[config.mk]
export PLATFORM = sky130hd
export DESIGN_NAME = lru_key_value_cache
export DESIGN_NICKNAME = d
export VERILOG_FILES = /design/src/rtl/core/lkvc_pkg.sv /design/src/rtl/core/lkvc_lookup.sv /design/src/rtl/core/lru_key_value_cache.sv
export SDC_FILE = /design/constraint.sdc
export NUM_CORES = 2
export LEC_CHECK = 0
export BUFFER_PORTS_ARGS = -buffer_cell sky130_fd_sc_hd__buf_2
export CORE_MARGIN = 3
export CORE_UTILIZATION = 44
export DETAILED_ROUTE_END_ITERATION = 8
export GPL_ROUTABILITY_DRIVEN = 0
export SLEW_MARGIN = 20
export SYNTH_ARGS = -nofsm -noshare
export SYNTH_HDL_FRONTEND = slang
export SYNTH_SLANG_ARGS = --single-unit
[constraint.sdc]
create_clock -name i_clk -period 12.7 [get_ports i_clk]
set_input_delay 2.54 -clock i_clk [delete_from_list [all_inputs] [get_ports i_clk]]
set_output_delay 2.54 -clock i_clk [all_outputs]
set_load 0.005 [all_outputs]
[src/rtl/core/lkvc_pkg.sv]
// Types and constants shared by the LRU key/value cache.
package lkvc_pkg;

    localparam int KEY_W  = 32;
    localparam int DATA_W = 32;
    localparam int CFG_W  = 5;

    localparam logic CMD_GET = 1'b0;
    localparam logic CMD_PUT = 1'b1;

    localparam logic [CFG_W-1:0]  CFG_RESET = 5'd16;
    localparam logic [DATA_W-1:0] DATA_MISS = 32'hFFFF_FFFF;

    typedef struct packed {
        logic                     cmd;
        logic signed [KEY_W-1:0]  key_in;
        logic signed [DATA_W-1:0] data_in;
    } t_in_word;

    typedef struct packed {
        logic                     hit;
        logic signed [DATA_W-1:0] data_out;
        logic                     evicted;
        logic signed [KEY_W-1:0]  evicted_key;
    } t_out_word;

endpackage

[src/rtl/core/lkvc_lookup.sv]
// Parallel key match, victim search and free-entry search over all entries.
module lkvc_lookup #(
    parameter int MAX_ENTRIES = 16,
    parameter int RANK_W      = 4,
    parameter int OCC_W       = 5
) (
    input  logic [lkvc_pkg::KEY_W-1:0] i_keys [MAX_ENTRIES],
    input  logic [MAX_ENTRIES-1:0]     i_valid,
    input  logic [RANK_W-1:0]          i_ranks [MAX_ENTRIES],
    input  logic [lkvc_pkg::KEY_W-1:0] i_key,
    input  logic [OCC_W-1:0]           i_occ,
    input  logic                       i_evict_en,
    output logic [MAX_ENTRIES-1:0]     o_match_oh,
    output logic [MAX_ENTRIES-1:0]     o_evict_oh,
    output logic [MAX_ENTRIES-1:0]     o_free_oh
);
    import lkvc_pkg::*;

    logic [MAX_ENTRIES-1:0] match_raw;
    logic [MAX_ENTRIES-1:0] evict_raw;
    logic [MAX_ENTRIES-1:0] evict_first;
    logic [MAX_ENTRIES-1:0] free_raw;
    logic [OCC_W-1:0]       oldest_rank;

    assign oldest_rank = i_occ - OCC_W'(1);

    always_comb begin
        for (int i = 0; i < MAX_ENTRIES; i++) begin
            match_raw[i] = i_valid[i] && (i_keys[i] == i_key);
            evict_raw[i] = i_valid[i] && (OCC_W'(i_ranks[i]) == oldest_rank);
        end
    end

    // x & -x keeps only the lowest set bit, which gives the lowest-indexed entry.
    assign o_match_oh  = match_raw & (~match_raw + MAX_ENTRIES'(1));
    assign evict_first = evict_raw & (~evict_raw + MAX_ENTRIES'(1));
    assign o_evict_oh  = i_evict_en ? evict_first : '0;

    // The victim's entry counts as free for the insertion that follows.
    assign free_raw  = ~(i_valid & ~o_evict_oh);
    assign o_free_oh = free_raw & (~free_raw + MAX_ENTRIES'(1));

endmodule

[src/rtl/core/lru_key_value_cache.sv]
// Fully associative key/value cache with least-recently-used replacement.
// A word is accepted every clock cycle while the input is not stalled: the word is
// captured in the input register, passes through the per-entry key comparators and
// rank updaters, and lands in the result register once it is free or draining.
// Each entry holds a
// recency rank (0 is most recent); a put on an absent key evicts the entry whose
// rank is occupancy - 1 once occupancy has reached the configured capacity, and
// fills the lowest-indexed free entry. Capacity writes of zero act as one, and
// values above MAX_ENTRIES saturate. Throughput is limited only by the output
// side: while a result is stalled, one further word is held in the input
// register.
module lru_key_value_cache #(
    parameter int MAX_ENTRIES = 16
) (
    input  logic                       i_clk,
    input  logic                       i_rst_n,
    input  logic                       i_cfg_we,
    input  logic [lkvc_pkg::CFG_W-1:0] i_cfg_wdata,
    input  logic                       i_in_valid,
    output logic                       o_in_stall,
    input  lkvc_pkg::t_in_word         i_in_word,
    output logic                       o_out_valid,
    input  logic                       i_out_stall,
    output lkvc_pkg::t_out_word        o_out_word
);
    import lkvc_pkg::*;

    localparam int RANK_W = (MAX_ENTRIES > 1) ? $clog2(MAX_ENTRIES) : 1;
    localparam int OCC_W  = $clog2(MAX_ENTRIES + 1);
    localparam int CMP_W  = (OCC_W > CFG_W) ? OCC_W : CFG_W;

    logic [KEY_W-1:0]       r_keys [MAX_ENTRIES];
    logic [DATA_W-1:0]      r_vals [MAX_ENTRIES];
    logic [MAX_ENTRIES-1:0] r_valid;
    logic [RANK_W-1:0]      r_rank [MAX_ENTRIES];
    logic [OCC_W-1:0]       r_occ;
    logic [CFG_W-1:0]       r_cfg;

    logic                   r_in_valid;
    t_in_word               r_in;
    logic                   r_out_valid;
    t_out_word              r_out;

    logic [MAX_ENTRIES-1:0] n_valid;
    logic [RANK_W-1:0]      n_rank [MAX_ENTRIES];
    logic [OCC_W-1:0]       n_occ;
    t_out_word              n_out;

    logic                   fire;
    logic                   is_put;
    logic                   hit;
    logic                   evict_en;
    logic                   evicted;
    logic                   insert;
    logic [CMP_W-1:0]       cap;
    logic [MAX_ENTRIES-1:0] match_oh;
    logic [MAX_ENTRIES-1:0] evict_oh;
    logic [MAX_ENTRIES-1:0] free_oh;
    logic [RANK_W-1:0]      hit_rank;
    logic [DATA_W-1:0]      hit_val;
    logic [KEY_W-1:0]       evict_key;

    // Handshake: the lookup stage moves when the result register is free or draining.
    assign fire        = r_in_valid && (!r_out_valid || !i_out_stall);
    assign o_in_stall  = r_in_valid && !fire;
    assign o_out_valid = r_out_valid;
    assign o_out_word  = r_out;

    always_comb begin
        if (r_cfg == '0) begin
            cap = CMP_W'(1);
        end else if (CMP_W'(r_cfg) > CMP_W'(MAX_ENTRIES)) begin
            cap = CMP_W'(MAX_ENTRIES);
        end else begin
            cap = CMP_W'(r_cfg);
        end
    end

    assign is_put   = (r_in.cmd == CMD_PUT);
    assign evict_en = is_put && !hit && (CMP_W'(r_occ) >= cap);

    lkvc_lookup #(
        .MAX_ENTRIES (MAX_ENTRIES),
        .RANK_W      (RANK_W),
        .OCC_W       (OCC_W)
    ) u_lookup (
        .i_keys     (r_keys),
        .i_valid    (r_valid),
        .i_ranks    (r_rank),
        .i_key      (r_in.key_in),
        .i_occ      (r_occ),
        .i_evict_en (evict_en),
        .o_match_oh (match_oh),
        .o_evict_oh (evict_oh),
        .o_free_oh  (free_oh)
    );

    assign hit     = |match_oh;
    assign evicted = |evict_oh;
    assign insert  = is_put && !hit && (|free_oh);

    always_comb begin
        hit_rank  = '0;
        hit_val   = '0;
        evict_key = '0;
        for (int i = 0; i < MAX_ENTRIES; i++) begin
            hit_rank  = hit_rank  | ({RANK_W{match_oh[i]}} & r_rank[i]);
            hit_val   = hit_val   | ({DATA_W{match_oh[i]}} & r_vals[i]);
            evict_key = evict_key | ({KEY_W{evict_oh[i]}} & r_keys[i]);
        end
    end

    // A hit ages only the entries more recent than it; an insertion ages every survivor.
    always_comb begin
        n_valid = (r_valid & ~evict_oh) | ({MAX_ENTRIES{insert}} & free_oh);
        for (int i = 0; i < MAX_ENTRIES; i++) begin
            n_rank[i] = r_rank[i];
            if (hit) begin
                if (match_oh[i]) begin
                    n_rank[i] = '0;
                end else if (r_valid[i] && (r_rank[i] < hit_rank)) begin
                    n_rank[i] = r_rank[i] + RANK_W'(1);
                end
            end else if (insert) begin
                if (free_oh[i]) begin
                    n_rank[i] = '0;
                end else if (r_valid[i] && !evict_oh[i]) begin
                    n_rank[i] = r_rank[i] + RANK_W'(1);
                end
            end
        end
        n_occ = r_occ - OCC_W'(evicted) + OCC_W'(insert);
    end

    always_comb begin
        n_out.hit         = hit;
        n_out.data_out    = is_put ? r_in.data_in : (hit ? hit_val : DATA_MISS);
        n_out.evicted     = evicted;
        n_out.evicted_key = evict_key;
    end

    always_ff @(posedge i_clk) begin
        if (!i_rst_n) begin
            r_in_valid  <= 1'b0;
            r_out_valid <= 1'b0;
            r_valid     <= '0;
            r_occ       <= '0;
            r_cfg       <= CFG_RESET;
            for (int i = 0; i < MAX_ENTRIES; i++) begin
                r_rank[i] <= '0;
            end
        end else begin
            if (i_cfg_we) begin
                r_cfg <= i_cfg_wdata;
            end
            if (!o_in_stall) begin
                r_in_valid <= i_in_valid;
            end
            if (fire) begin
                r_out_valid <= 1'b1;
            end else if (!i_out_stall) begin
                r_out_valid <= 1'b0;
            end
            if (fire) begin
                r_valid <= n_valid;
                r_occ   <= n_occ;
                for (int i = 0; i < MAX_ENTRIES; i++) begin
                    r_rank[i] <= n_rank[i];
                end
            end
        end
    end

    always_ff @(posedge i_clk) begin
        if (i_in_valid && !o_in_stall) begin
            r_in <= i_in_word;
        end
        if (fire) begin
            r_out <= n_out;
            for (int i = 0; i < MAX_ENTRIES; i++) begin
                if (insert && free_oh[i]) begin
                    r_keys[i] <= r_in.key_in;
                    r_vals[i] <= r_in.data_in;
                end else if (hit && is_put && match_oh[i]) begin
                    r_vals[i] <= r_in.data_in;
                end
            end
        end
    end

endmodule

After elaboration in Yosys (flattened, before gate mapping)
Memory sizes are Yosys's and may differ from the RTL's.
Cells that the tools add are included.
- bits in writable memories: 512
- register bits: 735
- bits in read-only memories: 0
- latch bits: 0
- memories: 1
- output and inout bits: 68
- memories (memory ; words ; width ; read ports ; clocked after memory_dff ; write ports ; line ; text):
    r_vals ; 16 ; 32 ; 16 ; 0 ; 1 ; lru_key_value_cache.sv:33 ; logic [DATA_W-1:0] r_vals [MAX_ENTRIES];
- multipliers: 0
- bitwise gates (word level): 120
- add/subtract/negate cells: 22
- mux-type cells: 276
- order comparisons: 18
- shifts and indexed selects: 0
- divide/modulo/power cells: 0
- equality and inequality tests: 49
- reductions and logical operators: 193
- operators with widths (operator ; count):
    two-way mux 32 bit ; 33
    AND 32 bit ; 32
    OR 32 bit ; 30
    equality test 32 bit ; 16
    OR reduction 32 bit ; 15
    two-way mux 4 bit ; 111
    two-way mux 1 bit ; 129
    logical AND 1 bit ; 103
    AND 16 bit ; 5
    equality test 4 x 5 -> 1 bit ; 16
    inverter 16 bit ; 5
    adder 4 x 1 -> 4 bit (second input constant) ; 16
    AND 4 bit ; 16
    < comparator 4 bit ; 16
    AND reduction 4 bit ; 16
    OR 4 bit ; 15
    adder 16 x 1 -> 16 bit (second input constant) ; 3
    != test 3 x 1 -> 1 bit (second input constant) ; 16
    nonzero test 3 bit ; 16
    OR reduction 16 bit ; 3
    AND reduction 2 bit ; 16
    zero test 1 bit ; 21
    two-way mux 16 bit ; 1
    OR 1 bit ; 16
    other kinds (11) ; 12

Depth between registers and ports, before layout
- word-level depth: 39
- depth in mapped cells: 26

By module
A second synthesis with hierarchy kept.
- cell total of the unflattened synthesis: 3830
- area, all modules: 54882.6 µm²
- modules (own cells, without submodules) (module ; area each (µm²) ; sequential area each (µm²) ; times used ; cells an instance):
    lru_key_value_cache ; 47078.9 ; 36525.0 ; 1 ; 2815
    lkvc_lookup ; 7803.7 ; 0.0 ; 1 ; 1015

Least setup slack after synthesis
OpenSTA, ideal clock, no wires.
- kind: register to register
- from: reg r_occ[0]
- to: mem r_vals[2][0] (netlist: r_vals[0][64]) (enable)
- required time: 12272 ps
- buffers on the path: 4
- setup slack: 5128 ps
- clock period less this slack: 7572 ps
- data arrival time: 7144 ps
- cell stages (with the launch flop): 19
- path through: dfxtp_1 -> buf_2 -> buf_2 -> inv_1 -> ha_1 -> clkbuf_1 -> xor2_1 -> and3_1 -> o211a_1 -> or4_1 -> nor3_1 -> nand2_1 -> o311a_1 -> o211ai_1 -> or2_1 -> nand4_1 -> buf_2 -> nor3_1 -> o21bai_1
- word-level cells in the longest chain between the ends: 36
- elaborated cells between the ends (all ways): 220
- classes of those cells: add/sub (3); order compare (1); eq/ne (16); mux (127); bitwise (23); reduce/logical (50)
- RTL lines (element ; line ; text):
    start, declared ; lru_key_value_cache.sv:36 ; logic [OCC_W-1:0] r_occ;
    start signal, assigned ; lru_key_value_cache.sv:166 ; r_occ <= n_occ;
    subtractor 5 x 1 -> 5 bit ; lkvc_lookup.sv:25 ; assign oldest_rank = i_occ - OCC_W'(1);
    equality test 4 x 5 -> 1 bit ; lkvc_lookup.sv:30 ; evict_raw[i] = i_valid[i] && (OCC_W'(i_ranks[i]) == oldest_rank);
    logical AND 1 bit ; lkvc_lookup.sv:30 ;
    inverter 16 bit ; lkvc_lookup.sv:36 ; assign evict_first = evict_raw & (~evict_raw + MAX_ENTRIES'(1));
    adder 16 x 1 -> 16 bit ; lkvc_lookup.sv:36 ;
    AND 16 bit ; lkvc_lookup.sv:36 ;
    two-way mux 16 bit * ; lkvc_lookup.sv:37 ; assign o_evict_oh = i_evict_en ? evict_first : '0;
    inverter 16 bit * ; lkvc_lookup.sv:40 ; assign free_raw = ~(i_valid & ~o_evict_oh);
    [6 not listed] ; - ;
    logical AND 1 bit ; lru_key_value_cache.sv:100 ; assign insert = is_put && !hit && (|free_oh);
    logical AND 1 bit ; lru_key_value_cache.sv:181 ; if (insert && free_oh[i]) begin
    two-way mux 1 bit ; lru_key_value_cache.sv:181 ;
    two-way mux 1 bit ; lru_key_value_cache.sv:178 ; if (fire) begin
    two-way mux 1 bit (on tied branches) ; lru_key_value_cache.sv:183, lru_key_value_cache.sv:185 ;
    OR 1 bit (no line) ; - ;
    OR reduction 32 bit (no line) ; - ;
    two-way mux 4 bit (no line) or two-way mux 1 bit (tied branches) (15 in series) ; - ;
    end, declared ; lru_key_value_cache.sv:33 ;
Every way passes the cells marked *; elsewhere a longest branch is shown, timed or not.

Final worst setup path
- from: reg r_in[38] (netlist name)
- to: reg r_rank[15] (netlist name)
- word-level cells in the longest chain between the ends: 25
- elaborated cells between the ends (all ways): 91
- classes of those cells: add/sub (2); order compare (1); eq/ne (17); mux (5); bitwise (38); reduce/logical (28)
- RTL lines (element ; line ; text):
    start, declared ; lru_key_value_cache.sv:40 ; t_in_word r_in;
    start signal, assigned ; lru_key_value_cache.sv:176 ; r_in <= i_in_word;
    equality test 32 bit ; lkvc_lookup.sv:29 ; match_raw[i] = i_valid[i] && (i_keys[i] == i_key);
    logical AND 1 bit ; lkvc_lookup.sv:29 ;
    inverter 16 bit ; lkvc_lookup.sv:35 ; assign o_match_oh = match_raw & (~match_raw + MAX_ENTRIES'(1));
    adder 16 x 1 -> 16 bit ; lkvc_lookup.sv:35 ;
    AND 16 bit * ; lkvc_lookup.sv:35 ;
    AND 4 bit ; lru_key_value_cache.sv:107 ; hit_rank = hit_rank | ({RANK_W{match_oh[i]}} & r_rank[i]);
    OR 4 bit (15 in series) ; lru_key_value_cache.sv:107 ;
    < comparator 4 bit ; lru_key_value_cache.sv:121 ; end else if (r_valid[i] && (r_rank[i] < hit_rank)) begin
    logical AND 1 bit ; lru_key_value_cache.sv:121 ;
    != test 3 x 1 -> 1 bit (no line) ; - ;
    AND reduction 4 bit (no line) ; - ;
    end signal, assigned by index ; lru_key_value_cache.sv:168 ; r_rank[i] <= n_rank[i];
    end, declared ; lru_key_value_cache.sv:35 ; logic [RANK_W-1:0] r_rank [MAX_ENTRIES];
Every way passes the cells marked *; elsewhere a longest branch is shown, timed or not. The select of a mux whose other input is x is not followed.
A chain may end at the register's enable or synchronous reset.

==> flow_results.org <==
** STA
- Setup repair after global routing left no endpoint under its margin.
- F_max :: around 140 MHz
- Headroom to the max-slew limit came out at 22.9%.
- Final sum of negative setup slack :: 0 ns
- Final clock skew :: between 0.04 and 0.05 ns
- Post-layout min period :: 7.39 ns
- Setup violation total in the final timing report :: 0
- Share of the clock period used by the worst path :: 58.2%
- At the pin with the least slew margin, the transition time is between 1 and 1.5 ns.
- Max Transition Viols Final :: 0
- The final hold violation count was 0.

** Logic synthesis
- Of the post-synthesis cell area, the dominant cell type holds 60.7%.
- Largest area contributor in the netlist :: sky130_fd_sc_hd__edfxtp_1
- In this run, distinct cell masters in the synthesized netlist total 90.
- Synthesis produced 4223 cells.
- Multiplexer area fraction after synthesis :: 0.368%
- Area fraction in compound gates after synthesis :: roughly 11%
- Combinational family with the most area after synthesis :: compound AO/OA/AOI/OAI gates
- The most used flip-flop cell after synthesis is sky130_fd_sc_hd__edfxtp_1.
- Synthesis warning total :: 0
- Cell types with the largest area share after synthesis :: sky130_fd_sc_hd__edfxtp_1 (61%), sky130_fd_sc_hd__xor2_1 (4.6%), sky130_fd_sc_hd__xnor2_1 (4.0%)
- Post-Synthesis Mean Instance Area :: around 14 sq um
- Share of synthesized area occupied by flip-flops and latches :: 63.9%
- Summing the areas of all xor and xnor instances in the mapped netlist gives 9.25% of the synthesized area.
- After synthesis the netlist holds a flip-flop and latch count of between 1000 and 1500.
- Of the total synthesized cell area, the portion taken by full adders, half adders and majority gates is approximately 1.7%.
- Share of flip-flops with an asynchronous set or reset after synthesis :: 0%
- The mapped netlist covers 57200 sq um.
- Simple-Gate Fraction of Synth Area :: 11.2%
- EDFF count, synth :: 1155
- When the netlist entered floorplanning its net count stood at 4377.

** Route
- For this block, the initial DRC count from the detailed router was 6731.
- Via Count :: 40700
- DRC errors left :: 0
- Dividing the detail-routed wire length by the instance count gives 32.1 um.
- DRT antenna net count :: 0
- For this block, the routed nets add up to 200000 um of wire.
- Dividing the detail-routed via count by the number of cells gives 6.53.
- Router iterations before antenna repair :: 6

** Worst setup path
- The most critical setup path has its startpoint at r_in[38].
- R2R setup slack :: 5.31 ns
- STA classifies the critical path endpoint as a register.
- Startpoint Class :: register
- Data on the critical path is required at its endpoint by 13.44 ns.
- Along the worst path, the maximum fanout reaches 36.
- Launch instance of the worst register-to-register path :: r_in[38]
- Data arrival at the endpoint of the critical path :: 8.14 ns
- Terminus of the critical flop-to-flop path :: r_rank[15]
- Type of the worst setup path :: register to register
- Termination of the worst setup path :: r_rank[15]
- Measured in cells, the most critical reg-to-reg path has a length of 22.

** Power and ir drop
- VDD sags by at most 0.143 mV.
- Power density cells :: around 140 nW/um^2
- Total chip power :: 8930 uW
- Total leakage power :: 0.0212 uW

** Die
- Die Footprint :: 134000 sq um
- The die is 366 um tall.
- Measured along the x axis, the die boundary spans 366 um.
- Total I/O pin count :: 143
- Row count :: 131
- Starting density of the core :: approximately 45%
- Floorplan Core Area :: 128000 sq um

** Global routing
- Largest net degree at the start of global routing :: 69
- Global routing finished with a remaining overflow of 0.
- Antenna violations before repair :: 9
- Total global routing track utilization :: about 29%
- The number of global-route vias before repair came to 37900.
- Global-route wire length before repair :: 283000 um

** Clocking
- In this run, CTS created clock tree buffers numbering 136.
- Clk slew on worst S/H paths :: around 0.06 ns
- Once the clock tree was built, the resizer swapped 0 gates to a different size.
- TritonCTS built the clock tree.
- Number of buffers on the longest clock path :: 3
- Quantity of hold-fixing buffers added after cts :: 0
- For this design, the sink count on the clock tree is 1247.
- The tree is rooted in a sky130_fd_sc_hd__clkbuf_16.
- Clock latency on the worst-skew pair, taken at its later pin, is 0.82 ns.
- Post-CTS Repair Setup Buffers :: 0
- Number of levels in the clock H-tree :: 4

** Placement
- Number of buffers added on ports :: approximately 140
- Cell area reported after detailed placement :: roughly 60000 sq um
- The wire-length estimate of the detail-placed layout is about 130000 um.
- Once placement completed, the tool counted placed cells totaling 5979.

** Run status
- Result of the run :: complete, no violations

** Cells and area
- Share of final-layout standard cells stronger than drive strength 1 :: 12.1%
- Area of all placed cells without fillers :: 64700 sq um
- Area growth syn-to-layout :: 13.2%
- After the last flow step, the layout net total stands at 4542.
- Util after Layout :: 50.4%
- The finished layout holds 6230 standard cells, fillers aside.
- Counting the fill cells in the layout gives between 10000 and 15000.

** Flow run
- Across the run, the number of max-cap violations was 0.

** Hold path
- The worst hold path begins at r_in_valid.
- The worst hold path belongs to the class register to register.
-- worst min-delay path by stage --
stage                        to  depth (start not counted)
floorplan           o_out_valid                          2
global placement    o_out_valid                          2
detailed placement  o_out_valid                          2
CTS                 o_out_valid                          2
global route        o_out_valid                          2
finish              o_out_valid                          2
-- logic make-up (layout without fill, tap and decap cells) --
| family | count (synthesis) | count (layout) |
|---|---|---|
| flip-flops | 1247 | 1247 |
| AND/OR/NAND/NOR | 1156 | 1156 |
| AO/OA/AOI/OAI | 833 | 833 |
| XOR/XNOR | 581 | 581 |
| buffers and inverters | 306 | 581 |
| adder cells (fa/ha/maj) | 79 | 79 |
| multiplexers | 21 | 21 |
| other | 0 | 3 |
-- power by group --
group          switching [uW]  internal (uW)  leakage (uW)
Combinational             285            110       0.00785
Clock                    1740           2240       0.00215
Sequential               38.2           4520        0.0112
Total                    2060           6870        0.0212
-- critical path, cell delays in order (launching register included) --
cell and delay, ns:
sky130_fd_sc_hd__edfxtp_1 0.36, sky130_fd_sc_hd__buf_4 0.27, sky130_fd_sc_hd__xnor2_1 0.39, sky130_fd_sc_hd__nand4_1 0.15
sky130_fd_sc_hd__nor4_1 0.52, sky130_fd_sc_hd__and3_2 0.95, sky130_fd_sc_hd__nor3_1 0.20, sky130_fd_sc_hd__and4_1 0.36
sky130_fd_sc_hd__nand2_1 0.18, sky130_fd_sc_hd__nor2_4 0.04, sky130_fd_sc_hd__buf_4 0.29, sky130_fd_sc_hd__a222oi_1 0.49
sky130_fd_sc_hd__nand4_1 0.13, sky130_fd_sc_hd__a21oi_1 0.76, sky130_fd_sc_hd__buf_4 0.32, sky130_fd_sc_hd__ha_1 0.26
sky130_fd_sc_hd__o21a_1 0.18, sky130_fd_sc_hd__nor2_1 0.08, sky130_fd_sc_hd__a21oi_1 0.05, sky130_fd_sc_hd__a211oi_1 0.28
sky130_fd_sc_hd__o311ai_1 0.27, sky130_fd_sc_hd__or4b_1 0.60, sky130_fd_sc_hd__a21oi_1 0.14
-- per-layer routing --
metal / track usage [%] / part of all wire (%) / vias up / wire (um)
met4: 14.4 / 5.7 / 10 / 11500
met5: 0.926 / 0.13 / - / 252
met3: 8.21 / 12 / 586 / 24500
met2: 42.0 / 43 / 2841 / 85000
li1: - / - / 17100 / -
met1: 40.1 / 39 / 20100 / 78600
-- placed cells by master, fill, tap and decap left out, drive strengths merged, types with 61 or more instances in the layout --
cell,instances
a221o,68
nand3,119
xnor2,264
xor2,303
nand4,155
nand2,194
ha,78
clkbuf,173
nor4,146
dfxtp,92
a221oi,183
buf,263
nor2,180
a22o,74
o21ai,65
edfxtp,1155
nor3,61
a21oi,134
a22oi,106
inv,76
-- registers in the layout, summed over array words and instances, names as in the netlist --
name	flops
is_put	1
o_out_word	66
r_rank	64
r_vals	512
o_out_valid	1
r_cfg	5
r_in	64
r_occ	5
r_valid	16
r_keys	512
r_in_valid	1
-- area by class of cell --
type | count | area [sq um] | area share (%)
flip-flops and latches | 1247 | 36500 | 56.4
multi-input cells | 2670 | 19600 | 30.3
clock buffers | 173 | 3570 | 5.52
well taps | 1729 | 2160 | 3.34
repair buffers | 263 | 1630 | 2.52
clock inverters | 75 | 918 | 1.42
inverters | 70 | 265 | 0.410
diodes | 3 | 7.51 | 0.0116
-- Yosys cell counts (all sizes together), types with 17 or more instances --
cell,number
clkbuf,146
ha,78
nor3,61
and3,59
inv,68
nor2b,17
edfxtp,1155
o21ai,65
xnor2,264
nand2b,40
a221oi,183
nand2,194
dfxtp,92
nand3,119
and4,17
nor4,146
or3,31
a31oi,37
a22oi,106
a22o,74
nand4,155
xor2,303
a221o,68
mux2i,21
buf,90
nor2,180
a222oi,38
or4,46
a21oi,134
-- through the flow --
stage | hold WS, ns | worst slack, ns
after floorplan | 0.451 | 5.13
after global routing | 0.523 | 4.98
after CTS | 0.490 | 5.42
final | 0.483 | 5.31
after detailed placement | 0.477 | 5.46
after global placement | 0.471 | 5.60
(Power assumes the default switching activity.)
